**src/rtl/qwsc_pkg.sv**
```systemverilog
`default_nettype none
// ----------------------------------------------------------------------------
// qwsc_pkg: shared types and constants
// Types, constants and register indexes of the quadrature wheel to servo
// channel block.
// ----------------------------------------------------------------------------
package qwsc_pkg;

    localparam int AXES    = 3;
    localparam int AXIS_W  = 2;
    localparam int POT_W   = 10;
    localparam int VALUE_W = 11;
    localparam int DIV_W   = 8;
    localparam int COUNT_W = 16;
    localparam int CFG_IDX_W = 3;

    localparam logic [POT_W-1:0]   POT_CAP       = POT_W'(1000);
    localparam logic [VALUE_W-1:0] CENTER_RESET  = VALUE_W'(1023);
    localparam logic [VALUE_W-1:0] LOW_RESET     = VALUE_W'(172);
    localparam logic [VALUE_W-1:0] HIGH_RESET    = VALUE_W'(1811);
    localparam logic [DIV_W-1:0]   DIVISOR_RESET = DIV_W'(150);

    // Bit 0 is channel A, bit 1 is channel B.
    localparam logic [1:0] LEVELS_RESET = 2'b10;

    localparam int FIFO_DEPTH = 2;

    typedef enum logic [CFG_IDX_W-1:0] {
        REG_CENTER = 3'd0,
        REG_LOW    = 3'd1,
        REG_HIGH   = 3'd2,
        REG_PAN    = 3'd3,
        REG_TILT   = 3'd4,
        REG_ROLL   = 3'd5
    } cfg_index_t;

    typedef struct packed {
        logic [VALUE_W-1:0] center_value;
        logic [VALUE_W-1:0] low_limit;
        logic [VALUE_W-1:0] high_limit;
        logic [DIV_W-1:0]   pan_divisor;
        logic [DIV_W-1:0]   tilt_divisor;
        logic [DIV_W-1:0]   roll_divisor;
    } cfg_t;

    typedef struct packed {
        logic              is_sample;
        logic [AXIS_W-1:0] axis;
        logic              channel;
        logic              new_level;
        logic              invert;
        logic [POT_W-1:0]  pot_level;
    } cmd_t;

endpackage
`default_nettype wire

```
**src/rtl/qwsc_front.sv**
```systemverilog
`default_nettype none
// ----------------------------------------------------------------------------
// qwsc_front: request intake
// Accepts input requests, drops those aimed at an axis that does not exist,
// and hands the rest to the command queue as classified commands.
// ----------------------------------------------------------------------------
module qwsc_front (
    input  wire                          aclk,
    input  wire                          aresetn,
    input  wire                          s_valid,
    output logic                         s_ready,
    input  wire                          s_req_type,
    input  wire  [qwsc_pkg::AXIS_W-1:0]  s_axis,
    input  wire                          s_channel,
    input  wire                          s_new_level,
    input  wire                          s_invert,
    input  wire  [qwsc_pkg::POT_W-1:0]   s_pot_level,
    output logic                         push_valid,
    input  wire                          push_ready,
    output qwsc_pkg::cmd_t               push_cmd
);
    import qwsc_pkg::*;

    logic hold_valid_reg;
    logic hold_valid_next;
    cmd_t hold_cmd_reg;
    logic accept;
    logic axis_ok;

    assign s_ready = !hold_valid_reg || push_ready;
    assign accept  = s_valid && s_ready;
    assign axis_ok = (32'(s_axis) < AXES);

    always_comb begin
        hold_valid_next = hold_valid_reg;
        if (push_valid && push_ready) begin
            hold_valid_next = 1'b0;
        end
        if (accept && axis_ok) begin
            hold_valid_next = 1'b1;
        end
    end

    always_ff @(posedge aclk) begin
        if (!aresetn) begin
            hold_valid_reg <= 1'b0;
        end else begin
            hold_valid_reg <= hold_valid_next;
        end
    end

    always_ff @(posedge aclk) begin
        if (accept) begin
            hold_cmd_reg.is_sample <= s_req_type;
            hold_cmd_reg.axis      <= s_axis;
            hold_cmd_reg.channel   <= s_channel;
            hold_cmd_reg.new_level <= s_new_level;
            hold_cmd_reg.invert    <= s_invert;
            hold_cmd_reg.pot_level <= s_pot_level;
        end
    end

    assign push_valid = hold_valid_reg;
    assign push_cmd   = hold_cmd_reg;

endmodule
`default_nettype wire

```
**src/rtl/qwsc_fifo.sv**
```systemverilog
`default_nettype none
// ----------------------------------------------------------------------------
// qwsc_fifo: command queue
// Short queue between the intake and the execution unit.
// ----------------------------------------------------------------------------
module qwsc_fifo (
    input  wire             aclk,
    input  wire             aresetn,
    input  wire             push_valid,
    output logic            push_ready,
    input  qwsc_pkg::cmd_t  push_cmd,
    output logic            pop_valid,
    input  wire             pop_ready,
    output qwsc_pkg::cmd_t  pop_cmd
);
    import qwsc_pkg::*;

    localparam int PTR_W = (FIFO_DEPTH > 1) ? $clog2(FIFO_DEPTH) : 1;
    localparam int CNT_W = $clog2(FIFO_DEPTH + 1);

    cmd_t             mem [FIFO_DEPTH];
    logic [PTR_W-1:0] wr_ptr_reg;
    logic [PTR_W-1:0] wr_ptr_next;
    logic [PTR_W-1:0] rd_ptr_reg;
    logic [PTR_W-1:0] rd_ptr_next;
    logic [CNT_W-1:0] count_reg;
    logic [CNT_W-1:0] count_next;
    logic             push;
    logic             pop;

    assign push_ready = (count_reg != CNT_W'(FIFO_DEPTH));
    assign pop_valid  = (count_reg != '0);
    assign push       = push_valid && push_ready;
    assign pop        = pop_valid && pop_ready;
    assign pop_cmd    = mem[rd_ptr_reg];

    always_comb begin
        wr_ptr_next = wr_ptr_reg;
        rd_ptr_next = rd_ptr_reg;
        count_next  = count_reg;
        if (push) begin
            wr_ptr_next = (wr_ptr_reg == PTR_W'(FIFO_DEPTH - 1)) ? '0 : wr_ptr_reg + 1'b1;
        end
        if (pop) begin
            rd_ptr_next = (rd_ptr_reg == PTR_W'(FIFO_DEPTH - 1)) ? '0 : rd_ptr_reg + 1'b1;
        end
        if (push && !pop) begin
            count_next = count_reg + 1'b1;
        end else if (pop && !push) begin
            count_next = count_reg - 1'b1;
        end
    end

    always_ff @(posedge aclk) begin
        if (!aresetn) begin
            wr_ptr_reg <= '0;
            rd_ptr_reg <= '0;
            count_reg  <= '0;
        end else begin
            wr_ptr_reg <= wr_ptr_next;
            rd_ptr_reg <= rd_ptr_next;
            count_reg  <= count_next;
        end
    end

    always_ff @(posedge aclk) begin
        if (push) begin
            mem[wr_ptr_reg] <= push_cmd;
        end
    end

endmodule
`default_nettype wire

```
**src/rtl/qwsc_back.sv**
```systemverilog
`default_nettype none
// ----------------------------------------------------------------------------
// qwsc_back: execution unit
// Applies edge events to the per-axis decoder state and turns sample
// requests into clamped servo channel values through a bit-serial divider,
// one multiply and a saturate, add and clamp step.
// ----------------------------------------------------------------------------
module qwsc_back (
    input  wire                           aclk,
    input  wire                           aresetn,
    input  qwsc_pkg::cfg_t                cfg,
    input  wire                           pop_valid,
    output logic                          pop_ready,
    input  qwsc_pkg::cmd_t                pop_cmd,
    output logic                          m_valid,
    input  wire                           m_ready,
    output logic [qwsc_pkg::AXIS_W-1:0]   m_axis_out,
    output logic [qwsc_pkg::VALUE_W-1:0]  m_channel_value
);
    import qwsc_pkg::*;

    localparam int DIV_STEPS = POT_W;
    localparam int CNT_W     = $clog2(DIV_STEPS);
    localparam int PROD_W    = COUNT_W + POT_W + 1;
    localparam int SUM_W     = COUNT_W + 2;

    typedef enum logic [3:0] {
        ST_IDLE = 4'b0001,
        ST_DIV  = 4'b0010,
        ST_MUL  = 4'b0100,
        ST_SUM  = 4'b1000
    } state_t;

    state_t state_reg;
    state_t state_next;

    logic [1:0]         lv_reg   [AXES];
    logic [COUNT_W-1:0] pos_reg  [AXES];
    logic [COUNT_W-1:0] samp_reg [AXES];
    logic [1:0]         lv_next;
    logic [COUNT_W-1:0] pos_next;

    logic                     m_valid_reg;
    logic [AXIS_W-1:0]        m_axis_reg;
    logic [VALUE_W-1:0]       m_value_reg;

    logic [AXIS_W-1:0]        axis_reg;
    logic [COUNT_W-1:0]       motion_reg;
    logic [POT_W-1:0]         dq_reg;
    logic [DIV_W-1:0]         rem_reg;
    logic [DIV_W-1:0]         div_reg;
    logic [CNT_W-1:0]         cnt_reg;
    logic signed [PROD_W-1:0] prod_reg;

    logic                 pop;
    logic                 edge_write;
    logic                 sample_start;
    logic                 out_load;
    logic                 up;
    logic [1:0]           lv_cur;
    logic [DIV_W-1:0]     div_sel;
    logic [DIV_W:0]       rem_shift;
    logic                 rem_ge;
    logic signed [COUNT_W-1:0] sat;
    logic signed [SUM_W-1:0]   sum;
    logic [VALUE_W-1:0]        clamped;

    assign pop_ready    = (state_reg == ST_IDLE);
    assign pop          = pop_valid && pop_ready;
    assign sample_start = pop && pop_cmd.is_sample;

    // Edge decoding: the stored level is updated first, then the direction
    // comes from the new A and B levels.
    always_comb begin
        lv_cur  = lv_reg[pop_cmd.axis];
        lv_next = lv_cur;
        lv_next[pop_cmd.channel] = pop_cmd.new_level;
        up = pop_cmd.channel ? (lv_next[0] == lv_next[1]) : (lv_next[0] != lv_next[1]);
        up = up ^ pop_cmd.invert;
        pos_next = up ? pos_reg[pop_cmd.axis] + COUNT_W'(1)
                      : pos_reg[pop_cmd.axis] - COUNT_W'(1);
        edge_write = pop && !pop_cmd.is_sample && (lv_cur[pop_cmd.channel] != pop_cmd.new_level);
    end

    always_comb begin
        case (pop_cmd.axis)
            AXIS_W'(0): div_sel = cfg.pan_divisor;
            AXIS_W'(1): div_sel = cfg.tilt_divisor;
            default:    div_sel = cfg.roll_divisor;
        endcase
    end

    assign rem_shift = {rem_reg, dq_reg[POT_W-1]};
    assign rem_ge    = (rem_shift >= {1'b0, div_reg});

    // Saturate the product to 16 bits, add the center and clamp, low limit first.
    always_comb begin
        if (prod_reg > PROD_W'(signed'(32767))) begin
            sat = 16'sh7FFF;
        end else if (prod_reg < -PROD_W'(signed'(32768))) begin
            sat = 16'sh8000;
        end else begin
            sat = prod_reg[COUNT_W-1:0];
        end
        sum = $signed({{(SUM_W-VALUE_W){1'b0}}, cfg.center_value})
            + $signed({{(SUM_W-COUNT_W){sat[COUNT_W-1]}}, sat});
        if (sum < $signed({{(SUM_W-VALUE_W){1'b0}}, cfg.low_limit})) begin
            clamped = cfg.low_limit;
        end else if (sum > $signed({{(SUM_W-VALUE_W){1'b0}}, cfg.high_limit})) begin
            clamped = cfg.high_limit;
        end else begin
            clamped = sum[VALUE_W-1:0];
        end
    end

    assign out_load = (state_reg == ST_SUM) && (!m_valid_reg || m_ready);

    always_comb begin
        state_next = state_reg;
        case (state_reg)
            ST_IDLE: begin
                if (sample_start) begin
                    state_next = ST_DIV;
                end
            end
            ST_DIV: begin
                if (cnt_reg == CNT_W'(DIV_STEPS - 1)) begin
                    state_next = ST_MUL;
                end
            end
            ST_MUL: begin
                state_next = ST_SUM;
            end
            ST_SUM: begin
                if (out_load) begin
                    state_next = ST_IDLE;
                end
            end
            default: begin
                state_next = ST_IDLE;
            end
        endcase
    end

    always_ff @(posedge aclk) begin
        if (!aresetn) begin
            state_reg   <= ST_IDLE;
            m_valid_reg <= 1'b0;
            for (int i = 0; i < AXES; i++) begin
                lv_reg[i]   <= LEVELS_RESET;
                pos_reg[i]  <= '0;
                samp_reg[i] <= '0;
            end
        end else begin
            state_reg <= state_next;
            if (out_load) begin
                m_valid_reg <= 1'b1;
            end else if (m_ready) begin
                m_valid_reg <= 1'b0;
            end
            if (edge_write) begin
                lv_reg[pop_cmd.axis]  <= lv_next;
                pos_reg[pop_cmd.axis] <= pos_next;
            end
            if (sample_start) begin
                samp_reg[pop_cmd.axis] <= pos_reg[pop_cmd.axis];
            end
        end
    end

    always_ff @(posedge aclk) begin
        if (sample_start) begin
            axis_reg   <= pop_cmd.axis;
            motion_reg <= pos_reg[pop_cmd.axis] - samp_reg[pop_cmd.axis];
            dq_reg     <= (pop_cmd.pot_level > POT_CAP) ? POT_CAP : pop_cmd.pot_level;
            div_reg    <= (div_sel == '0) ? DIV_W'(1) : div_sel;
            rem_reg    <= '0;
            cnt_reg    <= '0;
        end else if (state_reg == ST_DIV) begin
            // The quotient bits shift in where the dividend bits leave.
            rem_reg <= rem_ge ? DIV_W'(rem_shift - {1'b0, div_reg}) : rem_shift[DIV_W-1:0];
            dq_reg  <= {dq_reg[POT_W-2:0], rem_ge};
            cnt_reg <= cnt_reg + 1'b1;
        end
        if (state_reg == ST_MUL) begin
            prod_reg <= PROD_W'($signed(motion_reg) * $signed({1'b0, dq_reg}));
        end
        if (out_load) begin
            m_axis_reg  <= axis_reg;
            m_value_reg <= clamped;
        end
    end

    assign m_valid         = m_valid_reg;
    assign m_axis_out      = m_axis_reg;
    assign m_channel_value = m_value_reg;

    a_load_from_sum: assert property (@(posedge aclk) disable iff (!aresetn)
        $rose(m_valid_reg) |-> $past(state_reg == ST_SUM))
        else $error("result appeared outside the final step");

    a_pop_idle_only: assert property (@(posedge aclk) disable iff (!aresetn)
        pop |-> (state_reg == ST_IDLE))
        else $error("command taken while a sample is in progress");

    a_div_count: assert property (@(posedge aclk) disable iff (!aresetn)
        (state_reg == ST_DIV) |-> (cnt_reg < CNT_W'(DIV_STEPS)))
        else $error("divider step count out of range");

    a_no_edge_busy: assert property (@(posedge aclk) disable iff (!aresetn)
        (state_reg != ST_IDLE) |-> !edge_write)
        else $error("edge event applied while a sample is in progress");

endmodule
`default_nettype wire

```
**src/rtl/quadrature_wheel_to_servo_channel.sv**
```systemverilog
`default_nettype none
// ----------------------------------------------------------------------------
// quadrature_wheel_to_servo_channel: three-axis x4 decoder with servo output
// Top level: configuration registers, request intake, command queue and
// execution unit.
// ----------------------------------------------------------------------------
// Edge events are applied in the execution unit as they are taken and give
// no result. A sample request goes through a start step there, the bit-serial
// divide of the capped pot reading by the axis divisor (one quotient bit per
// cycle), the multiply and the saturate, add and clamp step that loads the
// output register once it is free. Requests for a nonexistent axis are dropped
// at intake. A two-entry queue separates intake from execution, so requests
// are taken while a sample is being worked out or a result waits.
module quadrature_wheel_to_servo_channel (
    input  wire                            aclk,
    input  wire                            aresetn,
    input  wire                            s_valid,
    output logic                           s_ready,
    input  wire                            s_req_type,
    input  wire  [qwsc_pkg::AXIS_W-1:0]    s_axis,
    input  wire                            s_channel,
    input  wire                            s_new_level,
    input  wire                            s_invert,
    input  wire  [qwsc_pkg::POT_W-1:0]     s_pot_level,
    output logic                           m_valid,
    input  wire                            m_ready,
    output logic [qwsc_pkg::AXIS_W-1:0]    m_axis_out,
    output logic [qwsc_pkg::VALUE_W-1:0]   m_channel_value,
    input  wire                            cfg_wr_en,
    input  wire  [qwsc_pkg::CFG_IDX_W-1:0] cfg_wr_index,
    input  wire  [qwsc_pkg::VALUE_W-1:0]   cfg_wr_data
);
    import qwsc_pkg::*;

    cfg_t cfg_reg;
    cfg_t cfg_next;

    logic push_valid;
    logic push_ready;
    cmd_t push_cmd;
    logic pop_valid;
    logic pop_ready;
    cmd_t pop_cmd;

    always_comb begin
        cfg_next = cfg_reg;
        if (cfg_wr_en) begin
            case (cfg_wr_index)
                REG_CENTER: cfg_next.center_value = cfg_wr_data;
                REG_LOW:    cfg_next.low_limit    = cfg_wr_data;
                REG_HIGH:   cfg_next.high_limit   = cfg_wr_data;
                REG_PAN:    cfg_next.pan_divisor  = cfg_wr_data[DIV_W-1:0];
                REG_TILT:   cfg_next.tilt_divisor = cfg_wr_data[DIV_W-1:0];
                REG_ROLL:   cfg_next.roll_divisor = cfg_wr_data[DIV_W-1:0];
                default:    cfg_next = cfg_reg;
            endcase
        end
    end

    always_ff @(posedge aclk) begin
        if (!aresetn) begin
            cfg_reg.center_value <= CENTER_RESET;
            cfg_reg.low_limit    <= LOW_RESET;
            cfg_reg.high_limit   <= HIGH_RESET;
            cfg_reg.pan_divisor  <= DIVISOR_RESET;
            cfg_reg.tilt_divisor <= DIVISOR_RESET;
            cfg_reg.roll_divisor <= DIVISOR_RESET;
        end else begin
            cfg_reg <= cfg_next;
        end
    end

    qwsc_front u_front (
        .aclk        (aclk),
        .aresetn     (aresetn),
        .s_valid     (s_valid),
        .s_ready     (s_ready),
        .s_req_type  (s_req_type),
        .s_axis      (s_axis),
        .s_channel   (s_channel),
        .s_new_level (s_new_level),
        .s_invert    (s_invert),
        .s_pot_level (s_pot_level),
        .push_valid  (push_valid),
        .push_ready  (push_ready),
        .push_cmd    (push_cmd)
    );

    qwsc_fifo u_fifo (
        .aclk       (aclk),
        .aresetn    (aresetn),
        .push_valid (push_valid),
        .push_ready (push_ready),
        .push_cmd   (push_cmd),
        .pop_valid  (pop_valid),
        .pop_ready  (pop_ready),
        .pop_cmd    (pop_cmd)
    );

    qwsc_back u_back (
        .aclk            (aclk),
        .aresetn         (aresetn),
        .cfg             (cfg_reg),
        .pop_valid       (pop_valid),
        .pop_ready       (pop_ready),
        .pop_cmd         (pop_cmd),
        .m_valid         (m_valid),
        .m_ready         (m_ready),
        .m_axis_out      (m_axis_out),
        .m_channel_value (m_channel_value)
    );

endmodule
`default_nettype wire

```
**config.mk**
```make
export PLATFORM = sky130hd
export DESIGN_NAME = quadrature_wheel_to_servo_channel
export DESIGN_NICKNAME = d
export VERILOG_FILES = /design/src/rtl/qwsc_pkg.sv /design/src/rtl/qwsc_front.sv /design/src/rtl/qwsc_fifo.sv /design/src/rtl/qwsc_back.sv /design/src/rtl/quadrature_wheel_to_servo_channel.sv
export SDC_FILE = /design/constraint.sdc
export NUM_CORES = 1
export LEC_CHECK = 0
export ABC_AREA = 1
export BUFFER_PORTS_ARGS = -buffer_cell sky130_fd_sc_hd__buf_2
export CAP_MARGIN = 20
export CORE_MARGIN = 1.5
export CORE_UTILIZATION = 36
export CTS_BUF_LIST = sky130_fd_sc_hd__clkbuf_4 sky130_fd_sc_hd__clkbuf_8
export DETAILED_ROUTE_END_ITERATION = 16
export HOLD_SLACK_MARGIN = 0.06
export PLACE_DENSITY = 0.63
export SLEW_MARGIN = 20
export SYNTH_ARGS = -nofsm -noshare
export SYNTH_HDL_FRONTEND = slang
export SYNTH_SLANG_ARGS = --single-unit
```
**constraint.sdc**
```tcl
create_clock -name aclk -period 6.5 [get_ports aclk]
set_clock_uncertainty 0.15 [all_clocks]
set_input_delay 1.3 -clock aclk [delete_from_list [all_inputs] [get_ports aclk]]
set_output_delay 1.3 -clock aclk [all_outputs]
set_load 0.01 [all_outputs]
```
==> results.yml <==
outcome:
  outcome: "finished clean"
route:
  num_vias: 16003
  ant_nets: 0
  routedWlPerCell_um: 14.6
  drt-total-wl_um: 49000
  via_per_inst: 4.78
  drc: 0
  drt_iter0_drc: 1043
  firstDrtPassIters: 5
critical_path:
  cp_max_fo: 17
  startpoint_type: "flip-flop"
  worstPathArrival_ns: 6.14
  cp_cell_sequence: "nand2_1 > fa_1 > fa_1 > inv_1 > fa_1 > inv_1 > fa_1 > inv_1 > fa_1 > ha_1 > a21oi_1 > o21ai_0 > nand2_1 > o211ai_1 > a21oi_1 > o21bai_1 > a21boi_0 > o21ai_0 > xor2_1"
  crit_top_cell: "fa_1"
  crit_family: "adder cells"
  slowest_delay_ns: 0.74
  worst-path-stages: 19
  slowest_stage: "edfxtp_1"
  crit_path_end_kind: "flip-flop"
  path_class: "flip-flop to flip-flop"
  reg2regPathDepth: 19
  path_buf_inv: 3
  worstPathRequired_ns: 6.70
  r2r-start: "u_back.dq_reg[4]"
  startpoint: "u_back.dq_reg[4]"
layout:
  stdcell_count: 3348
  regArea_mm2: 0.00941
  drive_gt1_share_pct: 7.89
  fill_cells: 6039
  fin_nets: 2781
  finalInstanceArea_mm2: 0.0247
  multi_input_area_mm2: 0.0109
  area_growth_pct: 10.3
  final_util_pct: 40.1
clocking:
  tritoncts: "yes"
  cts_sinks: 340
  clockBufferDepth: 3
  hold_buffers: 0
  numCtsBuffers: 54
  clkTransAtPathRegs_ns: 0.06
  postCtsSetupRepairBufs: 0
  clk-insertion-delay-late_ns: 0.63
  cts-htree-levels: 2
  cts_repair_resize_count: 0
  cts-root-buf: "clkbuf_8"
logic_synthesis:
  syn_inst: 2424
  ys_seq_elements: 340
  ys.flop_type: "edfxtp_1"
  syn_area_mm2: 0.0224
  synth_edf_count: 260
  yosysTopAreaCellShare_pct: 34.8
  ys_seq_area_share_pct: 42.0
  synthesis.nets: 2741
  postSynth.asyncResetShare_pct: 0
  yosys_warnings: 0
  syn_avg_cell_area_um2: 9.25
  yosys.cell_types.count: 60
  yosys.area.top_type: "edfxtp_1"
  synth_area_leaders: "edfxtp_1 (35%), fa_1 (13%), nand2_1 (8.3%)"
placed_design:
  port_buffers: 49
  numPlacedInstances: 3245
  hpwlAfterDp_um: 36700
  place_area_mm2: 0.0235
  gp_congestion: 0.865
timing:
  fin_crit_sh_pct: 91.5
  finalSetupViolations: 0
  min_period_ns: 5.95
  max_freq_mhz: 168
  tns_ns: 0
  finalHoldViolations: 0
  grt_setup_unrepaired: "false"
  finalMaxSlewViolations: 0
  relSlewSlack_pct: 34.6
  worst_pin_slew_ns: 0.980
grt:
  met1_usage_pct: 20.6
  grt_use_met2_pct: 26.6
  antenna_found_initial: 1
  grt_pass1_wl_um: 81400
  grt-busiest-layer: "met2"
  grtUsageMet3_pct: 2.27
  grt_util_all_layers_pct: 15.5
  grt-ovfl-total: 0
  grt_max_degree: 68
  grt_pass1_vias: 16332
hold_path:
  hp-start: "u_back.axis_reg[0]"
  hp-class: "flip-flop to flip-flop"
  hold_path_depth: 0
floorplanning:
  fp.dieW_um: 253
  coreArea_mm2: 0.0616
  fp.dieH_um: 253
  fp.dieArea_mm2: 0.0638
  initial_core_util_pct: 36.4
  num_rows: 91
  ioPinCount: 50
run:
  maxCapViolations: 0
## per-stage QoR
| stage | setup WS [ns] | hold WS [ns] |
|---|---|---|
| finish | 0.554 | 0.279 |
| global route | 0.0761 | 0.301 |
| CTS | 0.571 | 0.280 |
| detailed placement | 0.592 | 0.280 |
| global placement | 0.747 | 0.274 |
| floorplan | 0.940 | 0.250 |
## layout make-up
class                      instances  share of cell area (%)
multi-input combinational       1533                    44.0
sequential                       340                    38.1
inverter                         467                    7.11
tap                              837                    4.24
clock buffer                      69                    3.46
timing repair buffer              68                    1.57
clock inverter                    33                    1.54
antenna                            1                  0.0101
## per-layer routing
layer  up-vias  routed length, µm  part of all wire [%]
met2       336              23200                    47
met5         -                  0                     0
met4         0                910                   1.9
met1      7665              22600                    46
li1       7917                  -                     -
met3        85               2270                   4.6
## path summary, 6_finish.rpt
check,to,slack [ns]
min reg2reg,u_back.m_axis_out[0],0.28
max,u_back.prod_reg[23],0.55
min,u_back.m_axis_out[0],0.28
max reg2reg,u_back.prod_reg[23],0.55
## cell families after synthesis
| family | after synthesis | synth area share [%] |
|---|---|---|
| simple gates | 833 | 15.4 |
| buf+inv | 551 | 9.54 |
| compound gates | 343 | 9.36 |
| flops | 340 | 42.0 |
| fa+ha+maj | 282 | 20.7 |
| xor+xnor | 72 | 2.88 |
| mux | 3 | 0.134 |
## cell usage after synthesis, types with 3 or more instances
master    count
inv_2         5
ha_1        133
a31oi_1       4
o21ai_0      85
buf_6         6
xor2_1       44
nor2_1      183
xnor2_1      26
nor2_2        5
nand4_1      27
a22o_1       14
nand2_2       8
a21oi_1     124
o31ai_1       7
o21a_1        4
o211ai_1     17
nand2_1     496
nor3_1       12
edfxtp_1    260
a21o_1        5
fa_1        149
a22oi_1      27
o21bai_1      7
o22ai_1       3
clkinv_1      3
nand3_1      72
mux2i_1       3
or2_1         3
buf_2        13
inv_1       457
o221ai_1      6
o21ai_1       5
clkbuf_1     63
and2_1       12
a221oi_1     23
dfxtp_1      80
## cells in the final DEF (no fill, tap or decap), drive strengths merged, types with 7 or more instances in the layout
master / Yosys / routed
inv: 464 / 467
nand2: 506 / 506
and2: 12 / 12
dfxtp: 80 / 80
o31ai: 7 / 7
o21ai: 92 / 92
ha: 133 / 133
xor2: 45 / 45
xnor2: 27 / 27
a221oi: 23 / 23
nand3: 74 / 74
clkinv: 3 / 24
o21bai: 7 / 7
a22oi: 28 / 28
o211ai: 17 / 17
fa: 149 / 149
nor3: 12 / 12
edfxtp: 260 / 260
a21oi: 126 / 126
buf: 21 / 68
nand4: 27 / 27
clkbuf: 63 / 69
a22o: 14 / 14
nor2: 190 / 190
bufinv: 0 / 8
Power is left out: the tool's default activity adds up to more than one toggle a clock period on the data nets, which glitch-free logic cannot reach.
